--- src/hdl/actuator_command_supervisor_assert.svh ---
// Assertion macros for the actuator command supervisor RTL.
// Expects signals named clk and rst_n in the module that uses them.
`ifndef ACTUATOR_COMMAND_SUPERVISOR_ASSERT_SVH
`define ACTUATOR_COMMAND_SUPERVISOR_ASSERT_SVH

// Same-cycle implication, disabled while in reset
`define ACS_ASSERT_NOW(label, ante, cons, msg) \
    label: assert property (@(posedge clk) disable iff (!rst_n) (ante) |-> (cons)) \
        else $error(msg);

// Next-cycle implication, disabled while in reset
`define ACS_ASSERT_NEXT(label, ante, cons, msg) \
    label: assert property (@(posedge clk) disable iff (!rst_n) (ante) |=> (cons)) \
        else $error(msg);

`endif

--- src/hdl/acs_pkg.sv ---
// Types and constants of the actuator command supervisor.
// Used by acs_table, acs_step and actuator_command_supervisor; no dependencies.
`default_nettype none

package acs_pkg;

    // Request opcodes
    typedef enum logic [1:0] {
        OP_START  = 2'd0,
        OP_REPORT = 2'd1,
        OP_POLL   = 2'd2,
        OP_UNUSED = 2'd3
    } opcode_t;

    // Operation status per actuator
    typedef enum logic [1:0] {
        STS_IDLE    = 2'd0,
        STS_WORKING = 2'd1,
        STS_OK      = 2'd2,
        STS_FAILED  = 2'd3
    } status_t;

    // Recommended behavior after a failure
    typedef enum logic [1:0] {
        ADV_OK          = 2'd0,
        ADV_DISABLE     = 2'd1,
        ADV_RETRY       = 2'd2,
        ADV_UNREACHABLE = 2'd3
    } advice_t;

    // Outcome reported back to the queue
    typedef enum logic [2:0] {
        OUT_PROGRESS = 3'd0,
        OUT_DONE     = 3'd1,
        OUT_DISABLED = 3'd2,
        OUT_RETRY    = 3'd3,
        OUT_IDLE     = 3'd4
    } outcome_t;

    // Sequencer states
    typedef enum logic {
        SQ_IDLE = 1'b0,
        SQ_EXEC = 1'b1
    } seq_state_t;

    // Send kinds
    localparam logic [1:0] SEND_NONE     = 2'd0;
    localparam logic [1:0] SEND_PRIMARY  = 2'd1;
    localparam logic [1:0] SEND_FALLBACK = 2'd2;

    // Report result codes
    localparam logic RES_DONE = 1'b0;

    // Failure reason codes
    localparam logic [3:0] RSN_OK           = 4'd0;
    localparam logic [3:0] RSN_OTHER        = 4'd1;
    localparam logic [3:0] RSN_TIMEOUT      = 4'd2;
    localparam logic [3:0] RSN_NOT_HERE     = 4'd3;
    localparam logic [3:0] RSN_NO_RESOURCES = 4'd4;
    localparam logic [3:0] RSN_CANCELED     = 4'd5;

    // Retry delay after reset, in ms
    localparam logic [15:0] RETRY_DELAY_RST = 16'd10;

    // Input request
    typedef struct packed {
        logic [1:0]  opcode;
        logic [3:0]  act_index;
        logic [31:0] now_ms;
        logic [15:0] timeout_ms;
        logic        has_fallback;
        logic        result_code;
        logic [3:0]  reason_code;
        logic [31:0] report_params;
    } in_t;

    // Result
    typedef struct packed {
        logic [3:0]  act_index_out;
        logic [1:0]  send_kind;
        logic        rejected;
        logic        advance_queue;
        logic        queue_error;
        logic [2:0]  last_outcome;
        logic [31:0] last_params_out;
        logic        is_disabled;
    } out_t;

    // Table entry with defined reset contents
    typedef struct packed {
        logic        disabled;
        status_t     status;
        advice_t     advice;
        outcome_t    outcome;
        logic [31:0] pending;
        logic [31:0] latched;
        logic        fallback;
    } entry_t;

    localparam entry_t ENTRY_RST = '{
        disabled: 1'b0,
        status:   STS_IDLE,
        advice:   ADV_OK,
        outcome:  OUT_IDLE,
        pending:  32'd0,
        latched:  32'd0,
        fallback: 1'b0
    };

    // Timing entry, written by a start before its contents are used
    typedef struct packed {
        logic [31:0] start_time;
        logic [15:0] op_timeout;
    } tim_t;

    // Write strobes from the step logic
    typedef struct packed {
        logic entry_we;
        logic tim_we;
        logic dl_we;
    } wr_ctl_t;

endpackage

`default_nettype wire

--- src/hdl/actuator_command_supervisor.sv ---
// Actuator command supervisor. A request accepted into the request register starts
// its table read; its result is loaded into the output register when the sequencer
// commits it, later while the output is stalled. A new request is not taken until
// the previous one's table read, update and write-back are through. Reset: the
// sequencer, output valid, retry deadline and table valid bits clear at once (table
// entries read as reset, no clearing pass); retry delay returns to 10 ms.
`default_nettype none

module actuator_command_supervisor #(
    parameter int NUM_ACTUATORS = 16
) (
    input  wire logic           clk,
    input  wire logic           rst_n,
    input  wire logic           in_valid,
    output logic                in_stall,
    input  wire acs_pkg::in_t   in_data,
    output logic                out_valid,
    input  wire logic           out_stall,
    output acs_pkg::out_t       out_data,
    input  wire logic           cfg_we,
    input  wire logic [15:0]    cfg_wdata
);
    import acs_pkg::*;

    localparam int IDX_W = (NUM_ACTUATORS > 1) ? $clog2(NUM_ACTUATORS) : 1;

    `include "actuator_command_supervisor_assert.svh"

    seq_state_t  state_reg;
    seq_state_t  state_next;
    in_t         req_reg;
    logic        in_range_reg;
    logic [31:0] deadline_reg;
    logic [15:0] retry_delay_reg;
    logic        out_valid_reg;
    out_t        out_reg;

    logic        accept;
    logic        commit;
    logic        out_free;
    logic        rd_range;

    entry_t      rd_entry;
    tim_t        rd_tim;
    entry_t      entry_new;
    tim_t        tim_new;
    logic [31:0] deadline_new;
    wr_ctl_t     wr_ctl;
    out_t        result;

    assign rd_range = (32'(in_data.act_index) < 32'(NUM_ACTUATORS));
    assign out_free = !out_valid_reg || !out_stall;

    // Sequencer: read the entry, then update and deliver
    always_comb
    begin
        state_next = state_reg;
        in_stall   = 1'b1;
        accept     = 1'b0;
        commit     = 1'b0;
        unique case (state_reg)
            SQ_IDLE:
            begin
                in_stall = 1'b0;
                if (in_valid)
                begin
                    accept     = 1'b1;
                    state_next = SQ_EXEC;
                end
            end
            SQ_EXEC:
            begin
                if (out_free)
                begin
                    commit     = 1'b1;
                    state_next = SQ_IDLE;
                end
            end
        endcase
    end

    always_ff @(posedge clk or negedge rst_n)
    begin
        if (!rst_n)
        begin
            state_reg       <= SQ_IDLE;
            out_valid_reg   <= 1'b0;
            deadline_reg    <= 32'd0;
            retry_delay_reg <= RETRY_DELAY_RST;
        end
        else
        begin
            state_reg     <= state_next;
            out_valid_reg <= commit || (out_valid_reg && out_stall);
            if (commit && wr_ctl.dl_we)
            begin
                deadline_reg <= deadline_new;
            end
            if (cfg_we)
            begin
                retry_delay_reg <= cfg_wdata;
            end
        end
    end

    // Request and result payload
    always_ff @(posedge clk)
    begin
        if (accept)
        begin
            req_reg      <= in_data;
            in_range_reg <= rd_range;
        end
        if (commit)
        begin
            out_reg <= result;
        end
    end

    acs_table #(
        .NUM_ENTRIES (NUM_ACTUATORS)
    ) u_table (
        .clk      (clk),
        .rst_n    (rst_n),
        .rd_en    (accept),
        .rd_addr  (IDX_W'(in_data.act_index)),
        .rd_entry (rd_entry),
        .rd_tim   (rd_tim),
        .entry_we (commit && wr_ctl.entry_we),
        .tim_we   (commit && wr_ctl.tim_we),
        .wr_addr  (IDX_W'(req_reg.act_index)),
        .wr_entry (entry_new),
        .wr_tim   (tim_new)
    );

    acs_step u_step (
        .req          (req_reg),
        .in_range     (in_range_reg),
        .entry        (rd_entry),
        .tim          (rd_tim),
        .deadline     (deadline_reg),
        .retry_delay  (retry_delay_reg),
        .entry_new    (entry_new),
        .tim_new      (tim_new),
        .deadline_new (deadline_new),
        .wr_ctl       (wr_ctl),
        .result       (result)
    );

    assign out_valid = out_valid_reg;
    assign out_data  = out_reg;

    // Checks
    `ACS_ASSERT_NEXT(a_accept_to_exec, in_valid && !in_stall, state_reg == SQ_EXEC,
        "accepted request did not enter update")
    `ACS_ASSERT_NEXT(a_commit_delivers, state_reg == SQ_EXEC && out_free,
        out_valid && state_reg == SQ_IDLE, "update did not load the result")
    `ACS_ASSERT_NOW(a_no_write_on_reject, commit && result.rejected,
        !wr_ctl.entry_we && !wr_ctl.tim_we && !wr_ctl.dl_we, "rejected request wrote state")
    `ACS_ASSERT_NOW(a_out_of_range,
        out_valid && (32'(out_data.act_index_out) >= 32'(NUM_ACTUATORS)),
        out_data.rejected && !out_data.is_disabled && out_data.send_kind == SEND_NONE,
        "out of range actuator not rejected")

endmodule

`default_nettype wire

--- src/hdl/acs_table.sv ---
// Per-actuator state table: entry memory with valid bits, timing memory without.
// Depends on acs_pkg.
`default_nettype none

module acs_table #(
    parameter int NUM_ENTRIES = 16,
    localparam int IDX_W = (NUM_ENTRIES > 1) ? $clog2(NUM_ENTRIES) : 1
) (
    input  wire logic                 clk,
    input  wire logic                 rst_n,
    input  wire logic                 rd_en,
    input  wire logic [IDX_W-1:0]     rd_addr,
    output acs_pkg::entry_t           rd_entry,
    output acs_pkg::tim_t             rd_tim,
    input  wire logic                 entry_we,
    input  wire logic                 tim_we,
    input  wire logic [IDX_W-1:0]     wr_addr,
    input  wire acs_pkg::entry_t      wr_entry,
    input  wire acs_pkg::tim_t        wr_tim
);
    import acs_pkg::*;

    entry_t entry_mem [NUM_ENTRIES];
    tim_t   tim_mem   [NUM_ENTRIES];

    logic [NUM_ENTRIES-1:0] vld_reg;
    logic                   rd_vld_reg;
    entry_t                 rd_entry_reg;
    tim_t                   rd_tim_reg;

    // Valid bits: an unwritten entry reads as its reset contents
    always_ff @(posedge clk or negedge rst_n)
    begin
        if (!rst_n)
        begin
            vld_reg    <= '0;
            rd_vld_reg <= 1'b0;
        end
        else
        begin
            if (entry_we)
            begin
                vld_reg[wr_addr] <= 1'b1;
            end
            if (rd_en)
            begin
                rd_vld_reg <= vld_reg[rd_addr];
            end
        end
    end

    // Entry memory
    always_ff @(posedge clk)
    begin
        if (entry_we)
        begin
            entry_mem[wr_addr] <= wr_entry;
        end
        if (rd_en)
        begin
            rd_entry_reg <= entry_mem[rd_addr];
        end
    end

    // Timing memory
    always_ff @(posedge clk)
    begin
        if (tim_we)
        begin
            tim_mem[wr_addr] <= wr_tim;
        end
        if (rd_en)
        begin
            rd_tim_reg <= tim_mem[rd_addr];
        end
    end

    assign rd_entry = rd_vld_reg ? rd_entry_reg : ENTRY_RST;
    assign rd_tim   = rd_tim_reg;

endmodule

`default_nettype wire

--- src/hdl/acs_step.sv ---
// Update logic for one request: takes the read entry, forms the new entry,
// the write strobes, the retry deadline and the result. Depends on acs_pkg.
`default_nettype none

module acs_step (
    input  wire acs_pkg::in_t    req,
    input  wire logic            in_range,
    input  wire acs_pkg::entry_t entry,
    input  wire acs_pkg::tim_t   tim,
    input  wire logic [31:0]     deadline,
    input  wire logic [15:0]     retry_delay,
    output acs_pkg::entry_t      entry_new,
    output acs_pkg::tim_t        tim_new,
    output logic [31:0]          deadline_new,
    output acs_pkg::wr_ctl_t     wr_ctl,
    output acs_pkg::out_t        result
);
    import acs_pkg::*;

    entry_t     e;
    logic [1:0] send;
    logic       rej;
    logic       adv;
    logic       err;
    logic       timed_out;
    logic       retry_due;

    // Timeout sum kept at 33 bits so it never wraps
    assign timed_out = ({1'b0, req.now_ms}
                        >= ({1'b0, tim.start_time} + 33'(tim.op_timeout)));
    assign retry_due = (req.now_ms >= deadline);

    assign tim_new = '{start_time: req.now_ms, op_timeout: req.timeout_ms};

    always_comb
    begin
        e            = entry;
        send         = SEND_NONE;
        rej          = 1'b0;
        adv          = 1'b0;
        err          = 1'b0;
        deadline_new = deadline;
        wr_ctl       = '0;

        if (in_range)
        begin
            unique case (req.opcode)
                OP_START:
                begin
                    if (entry.disabled)
                    begin
                        rej = 1'b1;
                    end
                    else
                    begin
                        e.status        = STS_WORKING;
                        e.outcome       = OUT_PROGRESS;
                        e.fallback      = req.has_fallback;
                        send            = SEND_PRIMARY;
                        wr_ctl.entry_we = 1'b1;
                        wr_ctl.tim_we   = 1'b1;
                    end
                end
                OP_REPORT:
                begin
                    if (entry.status != STS_WORKING)
                    begin
                        rej = 1'b1;
                    end
                    else
                    begin
                        if (req.result_code == RES_DONE)
                        begin
                            e.status = STS_OK;
                        end
                        else
                        begin
                            e.status = STS_FAILED;
                            // Reason to advice; a repeat of timeout/not-here or of no-resources escalates to disable
                            unique case (req.reason_code)
                                RSN_OK, RSN_OTHER:
                                begin
                                end
                                RSN_TIMEOUT, RSN_NOT_HERE:
                                begin
                                    if (entry.advice == ADV_UNREACHABLE)
                                    begin
                                        e.disabled = 1'b1;
                                        e.advice   = ADV_DISABLE;
                                    end
                                    else
                                    begin
                                        e.advice = ADV_UNREACHABLE;
                                    end
                                end
                                RSN_NO_RESOURCES:
                                begin
                                    if (entry.advice == ADV_RETRY)
                                    begin
                                        e.disabled = 1'b1;
                                        e.advice   = ADV_DISABLE;
                                    end
                                    else
                                    begin
                                        e.advice = ADV_RETRY;
                                    end
                                end
                                RSN_CANCELED:
                                begin
                                    e.advice = ADV_RETRY;
                                end
                                default:
                                begin
                                    e.disabled = 1'b1;
                                    e.advice   = ADV_DISABLE;
                                end
                            endcase
                        end
                        e.pending       = req.report_params;
                        wr_ctl.entry_we = 1'b1;
                    end
                end
                OP_POLL:
                begin
                    if (entry.outcome != OUT_PROGRESS)
                    begin
                        adv = 1'b1;
                    end
                    else if (timed_out)
                    begin
                        e.disabled      = 1'b1;
                        e.outcome       = OUT_DISABLED;
                        err             = 1'b1;
                        adv             = 1'b1;
                        wr_ctl.entry_we = 1'b1;
                    end
                    else
                    begin
                        unique case (entry.status)
                            STS_FAILED:
                            begin
                                priority if (entry.advice == ADV_UNREACHABLE)
                                begin
                                    if (entry.fallback)
                                    begin
                                        e.status = STS_WORKING;
                                        send     = SEND_FALLBACK;
                                    end
                                    else
                                    begin
                                        e.outcome = OUT_RETRY;
                                        err       = 1'b1;
                                        adv       = 1'b1;
                                    end
                                end
                                else if (entry.advice == ADV_RETRY)
                                begin
                                    // Shared deadline: zero means not armed
                                    if (deadline == 32'd0)
                                    begin
                                        deadline_new = req.now_ms + 32'(retry_delay);
                                        wr_ctl.dl_we = 1'b1;
                                    end
                                    else if (retry_due)
                                    begin
                                        deadline_new = 32'd0;
                                        wr_ctl.dl_we = 1'b1;
                                        e.status     = STS_WORKING;
                                        send         = SEND_PRIMARY;
                                    end
                                end
                                else
                                begin
                                    e.disabled = 1'b1;
                                    e.outcome  = OUT_DISABLED;
                                    err        = 1'b1;
                                    adv        = 1'b1;
                                end
                                e.latched       = entry.pending;
                                wr_ctl.entry_we = 1'b1;
                            end
                            STS_OK:
                            begin
                                if (entry.advice == ADV_UNREACHABLE)
                                begin
                                    e.outcome = OUT_RETRY;
                                    err       = 1'b1;
                                end
                                else
                                begin
                                    e.outcome = OUT_DONE;
                                end
                                e.advice        = ADV_OK;
                                adv             = 1'b1;
                                e.latched       = entry.pending;
                                wr_ctl.entry_we = 1'b1;
                            end
                            STS_WORKING:
                            begin
                            end
                            STS_IDLE:
                            begin
                                err = 1'b1;
                                adv = 1'b1;
                            end
                        endcase
                    end
                end
                OP_UNUSED:
                begin
                    rej = 1'b1;
                end
            endcase
        end
    end

    assign entry_new = e;

    // Result: from the update for an actuator in the table, fixed values for one beyond it
    always_comb
    begin
        result.act_index_out = req.act_index;
        if (in_range)
        begin
            result.send_kind       = send;
            result.rejected        = rej;
            result.advance_queue   = adv;
            result.queue_error     = err;
            result.last_outcome    = e.outcome;
            result.last_params_out = e.latched;
            result.is_disabled     = e.disabled;
        end
        else
        begin
            result.send_kind       = SEND_NONE;
            result.rejected        = 1'b1;
            result.advance_queue   = 1'b0;
            result.queue_error     = 1'b0;
            result.last_outcome    = OUT_IDLE;
            result.last_params_out = 32'd0;
            result.is_disabled     = 1'b0;
        end
    end

endmodule

`default_nettype wire

--- config.mk ---
export PLATFORM = sky130hd
export DESIGN_NAME = actuator_command_supervisor
export DESIGN_NICKNAME = d
export VERILOG_FILES = /design/src/hdl/acs_pkg.sv /design/src/hdl/actuator_command_supervisor.sv /design/src/hdl/acs_table.sv /design/src/hdl/acs_step.sv
export VERILOG_INCLUDE_DIRS = /design/src /design/src/hdl
export SDC_FILE = /design/constraint.sdc
export NUM_CORES = 2
export LEC_CHECK = 0
export BUFFER_PORTS_ARGS = -buffer_cell sky130_fd_sc_hd__buf_2
export CAP_MARGIN = 20
export CORE_ASPECT_RATIO = 1.2
export CORE_UTILIZATION = 52
export CTS_CLUSTER_SIZE = 16
export DETAILED_ROUTE_END_ITERATION = 10
export GPL_ROUTABILITY_DRIVEN = 0
export PLACE_DENSITY = 0.71
export SYNTH_ARGS = -nofsm -noshare
export SYNTH_HDL_FRONTEND = slang
export SYNTH_HIERARCHICAL = 1
export SYNTH_SLANG_ARGS = --single-unit
--- constraint.sdc ---
create_clock -name clk -period 8.4 [get_ports clk]
set_clock_uncertainty 0.1 [all_clocks]
set_input_delay 0.42 -clock clk [delete_from_list [all_inputs] [get_ports clk]]
set_output_delay 0.42 -clock clk [all_outputs]
set_load 0.02 [all_outputs]
==> reports/results.tsv <==
metric	value	unit
dp.cells	6338	
setup_ws	0.8810	ns
hpwl	107100	um
port_buffers	159	
coreArea	0.1711	mm^2
layout_common_cells	edfxtp_1, mux4_2, clkbuf_16, buf_2, dlygate4sd3_1	
slew_headroom	0.2474	
path_max_fanout	29	
stdcell_count	6850	
cp_top_family	compound AO/OA/AOI/OAI gates	
crit_buf_inv	2	
p_leak	0.03357	uW
yosysWarnings	6	
initial_core_util	0.5261	
grt_max_degree	135	
chipWidth	381.9	um
drv_slew	0	
antenna_found_initial	8	
route.met3.wl	15710	um
highest_layer	met5	
clk_latency	0.87	ns
area_delta_synth_final	12.69	%
maxCapViolations	0	
crit_top_cell	a21oi_1	
track_usage	0.2302	
post_drt_wl_per_cell	29.16	um
path_clk_slew	0.06	ns
wl_met1	80300	um
path_cells	ha_1, a21o_1, a21oi_1, o21ai_0, nor3_1, o21ai_0, a21oi_1, a2111oi_2, nand2_1, xor2_1, ha_1, nand4_1, nor4_1, inv_1, nor3_1, a21oi_1, o21ai_2, a21oi_1, nor2_1, o31a_1, and3_2, or3b_2, nor2_4, buf_12	
cp_slowest_cell	a2111oi_2	
worst_pin_slew	1.129	ns
synth_area	0.09004	mm^2
fin_crit_sh	0.8951	
cts_tree	built	
synth.distinct_cells	76	
die_h	457.8	um
synth-edff-count	2194	
firstDrtPassIters	5	
syn_inst	4042	
rsz0062_at_grt	no	
fin_nets	4622	
synth_async_sr_flop_share	0.02963	
synth_seq_cells	2261	
drt_iter0_markers	4445	
htree_levels	4	
cts_buffers	210	
drcViolationCount	0	
final_antenna_net_count	0	
fmax	133.0	MHz
yosysSeqAreaShare	0.7504	
grt_pass1_vias	43040	
num_rows	166	
drive_above_1_share	0.2940	
met2WireLength	98110	um
cts_sinks	2261	
pre_cts_ws	0.8989	ns
fin_setup_tns	0	ns
status	finished clean	
crit_path_start_kind	flip-flop	
cts-root-buf	clkbuf_16	
io_pins	160	
totalWireLength	199700	um
overflow	0	
avgSynthCellArea	22.28	um^2
synth-main-ff-cell	edfxtp_1	
clk_path_buf_depth	3	
fin_crit	7.519	ns
worstPathArrival	7.94	ns
vias	42330	
max_stage_delay	0.84	ns
largest_reg_flops	1168	
cts_resized	0	
hold_viol	0	
hp-class	in -> reg	
cp_data_required_time	8.82	ns
peakVddDrop	248.6	uV
grt_pass1_wl	291100	um
final_common_cell	edfxtp_1	
setup.worst_path.end_class	flip-flop	
final_util	0.5929	
setup_viol	0	
crit_type	reg -> reg	
viasPerCell	6.179	
p_per_area	234.5	mW/mm^2
die_area	0.1748	mm^2
[area by class of cell]
cell class	count	area (um^2)
timing repair buffer	378	3027
clock buffer	266	5558
sequential	2261	67560
tap	2268	2838
fill	11860	69680
inverter	52	195.2
clock inverter	118	1185
multi-input combinational	1504	21090
antenna	3	7.507
[kinds of logic after synthesis]
logic type                 Yosys count  share of synthesized area
xor gates and xnor gates            55                   0.005350
buffers and inverters              282                    0.01847
and+or+nand+nor                    375                    0.02255
AOI/OAI and AO/OA                  208                    0.01599
DFF                               2261                     0.7504
other                                1                 0.00004165
muxes                              758                     0.1729
adders and majority gates          102                    0.01434
[per-stage QoR]
stage	area (um^2)	hold slack [ns]	power, uW
after floorplan	90060	0.02441	14120
after global placement	93470	0.1375	14630
after detailed placement	93470	0.1404	14670
after CTS	101400	0.03302	23980
after global routing	101500	0.06473	24510
final	101500	0.05004	23800
[worst register-to-register path, delay by kind of cell (launching register included)]
family	cells	cell delay [ns]
XOR/XNOR	1	0.18
buffers and inverters	2	0.42
AO/OA/AOI/OAI	10	2.74
AND/OR/NAND/NOR	9	2.69
flip-flops	1	0.42
adder cells (fa/ha/maj)	2	0.60
[cell usage after synthesis, types with 5 or more instances]
cell,n,area share
nor4_1,13,0.00090
nor3_1,11,0.00061
mux2_2,56,0.0070
o211ai_1,5,0.00042
mux2_4,58,0.0097
inv_1,52,0.0022
xor2_1,29,0.0028
o21ai_0,34,0.0019
a211oi_1,8,0.00067
xnor2_1,26,0.0025
buf_2,34,0.0019
nor2_1,69,0.0029
buf_6,41,0.0051
buf_1,15,0.00063
o2bb2ai_1,32,0.0031
nand3_1,23,0.0013
a31oi_1,8,0.00056
or2_2,18,0.0013
and3_1,10,0.00069
nor2b_1,42,0.0029
dfrtp_1,65,0.018
a21oi_1,55,0.0031
nor3b_1,5,0.00042
nand2b_1,14,0.00097
ha_1,100,0.014
nand2_1,59,0.0025
edfxtp_1,2194,0.73
and2_1,75,0.0052
buf_4,56,0.0047
mux4_2,609,0.15
mux2i_1,35,0.0039
a21o_1,16,0.0013
nand4_1,16,0.0011
o21a_1,5,0.00042
o21bai_1,6,0.00050
clkbuf_1,81,0.0034
[worst paths after layout]
kind                       depth (start not counted)               start  slack (ns)                  endpoint
max                                               24   u_table/rd_tim[1]        0.88  u_table/entry_mem[2][32]
min                                                1         in_data[86]        0.05               req_reg[86]
max reg2reg                                       24   u_table/rd_tim[1]        0.88  u_table/entry_mem[2][32]
min reg2reg                                        1  u_table/vld_reg[8]        0.36        u_table/vld_reg[8]
max in group asynchronous                          3               rst_n        7.24        u_table/rd_vld_reg
min in group asynchronous                          3               rst_n        0.23       retry_delay_reg[12]
[metal layers]
| layer | global-route usage | vias to the layer above |
|---|---|---|
| li1 | - | 17570 |
| met1 | 0.3221 | 22520 |
| met2 | 0.3699 | 1937 |
| met3 | 0.04272 | 302 |
| met4 | 0.07323 | 2 |
| met5 | 0 | - |
[power breakdown]
part	total (uW)	switching, uW	internal, uW
Combinational	1630	980	651
Sequential	12900	148	12700
Clock	9310	4100	5220
[timing repair]
action / CTS / global route
setup buffers: 0 / 0
endpoints found under the setup margin: 0 / 0
hold buffers: 123 / 0
hold endpoints to repair: 170 / 0
Note: power is estimated with default switching activity, not from simulation.
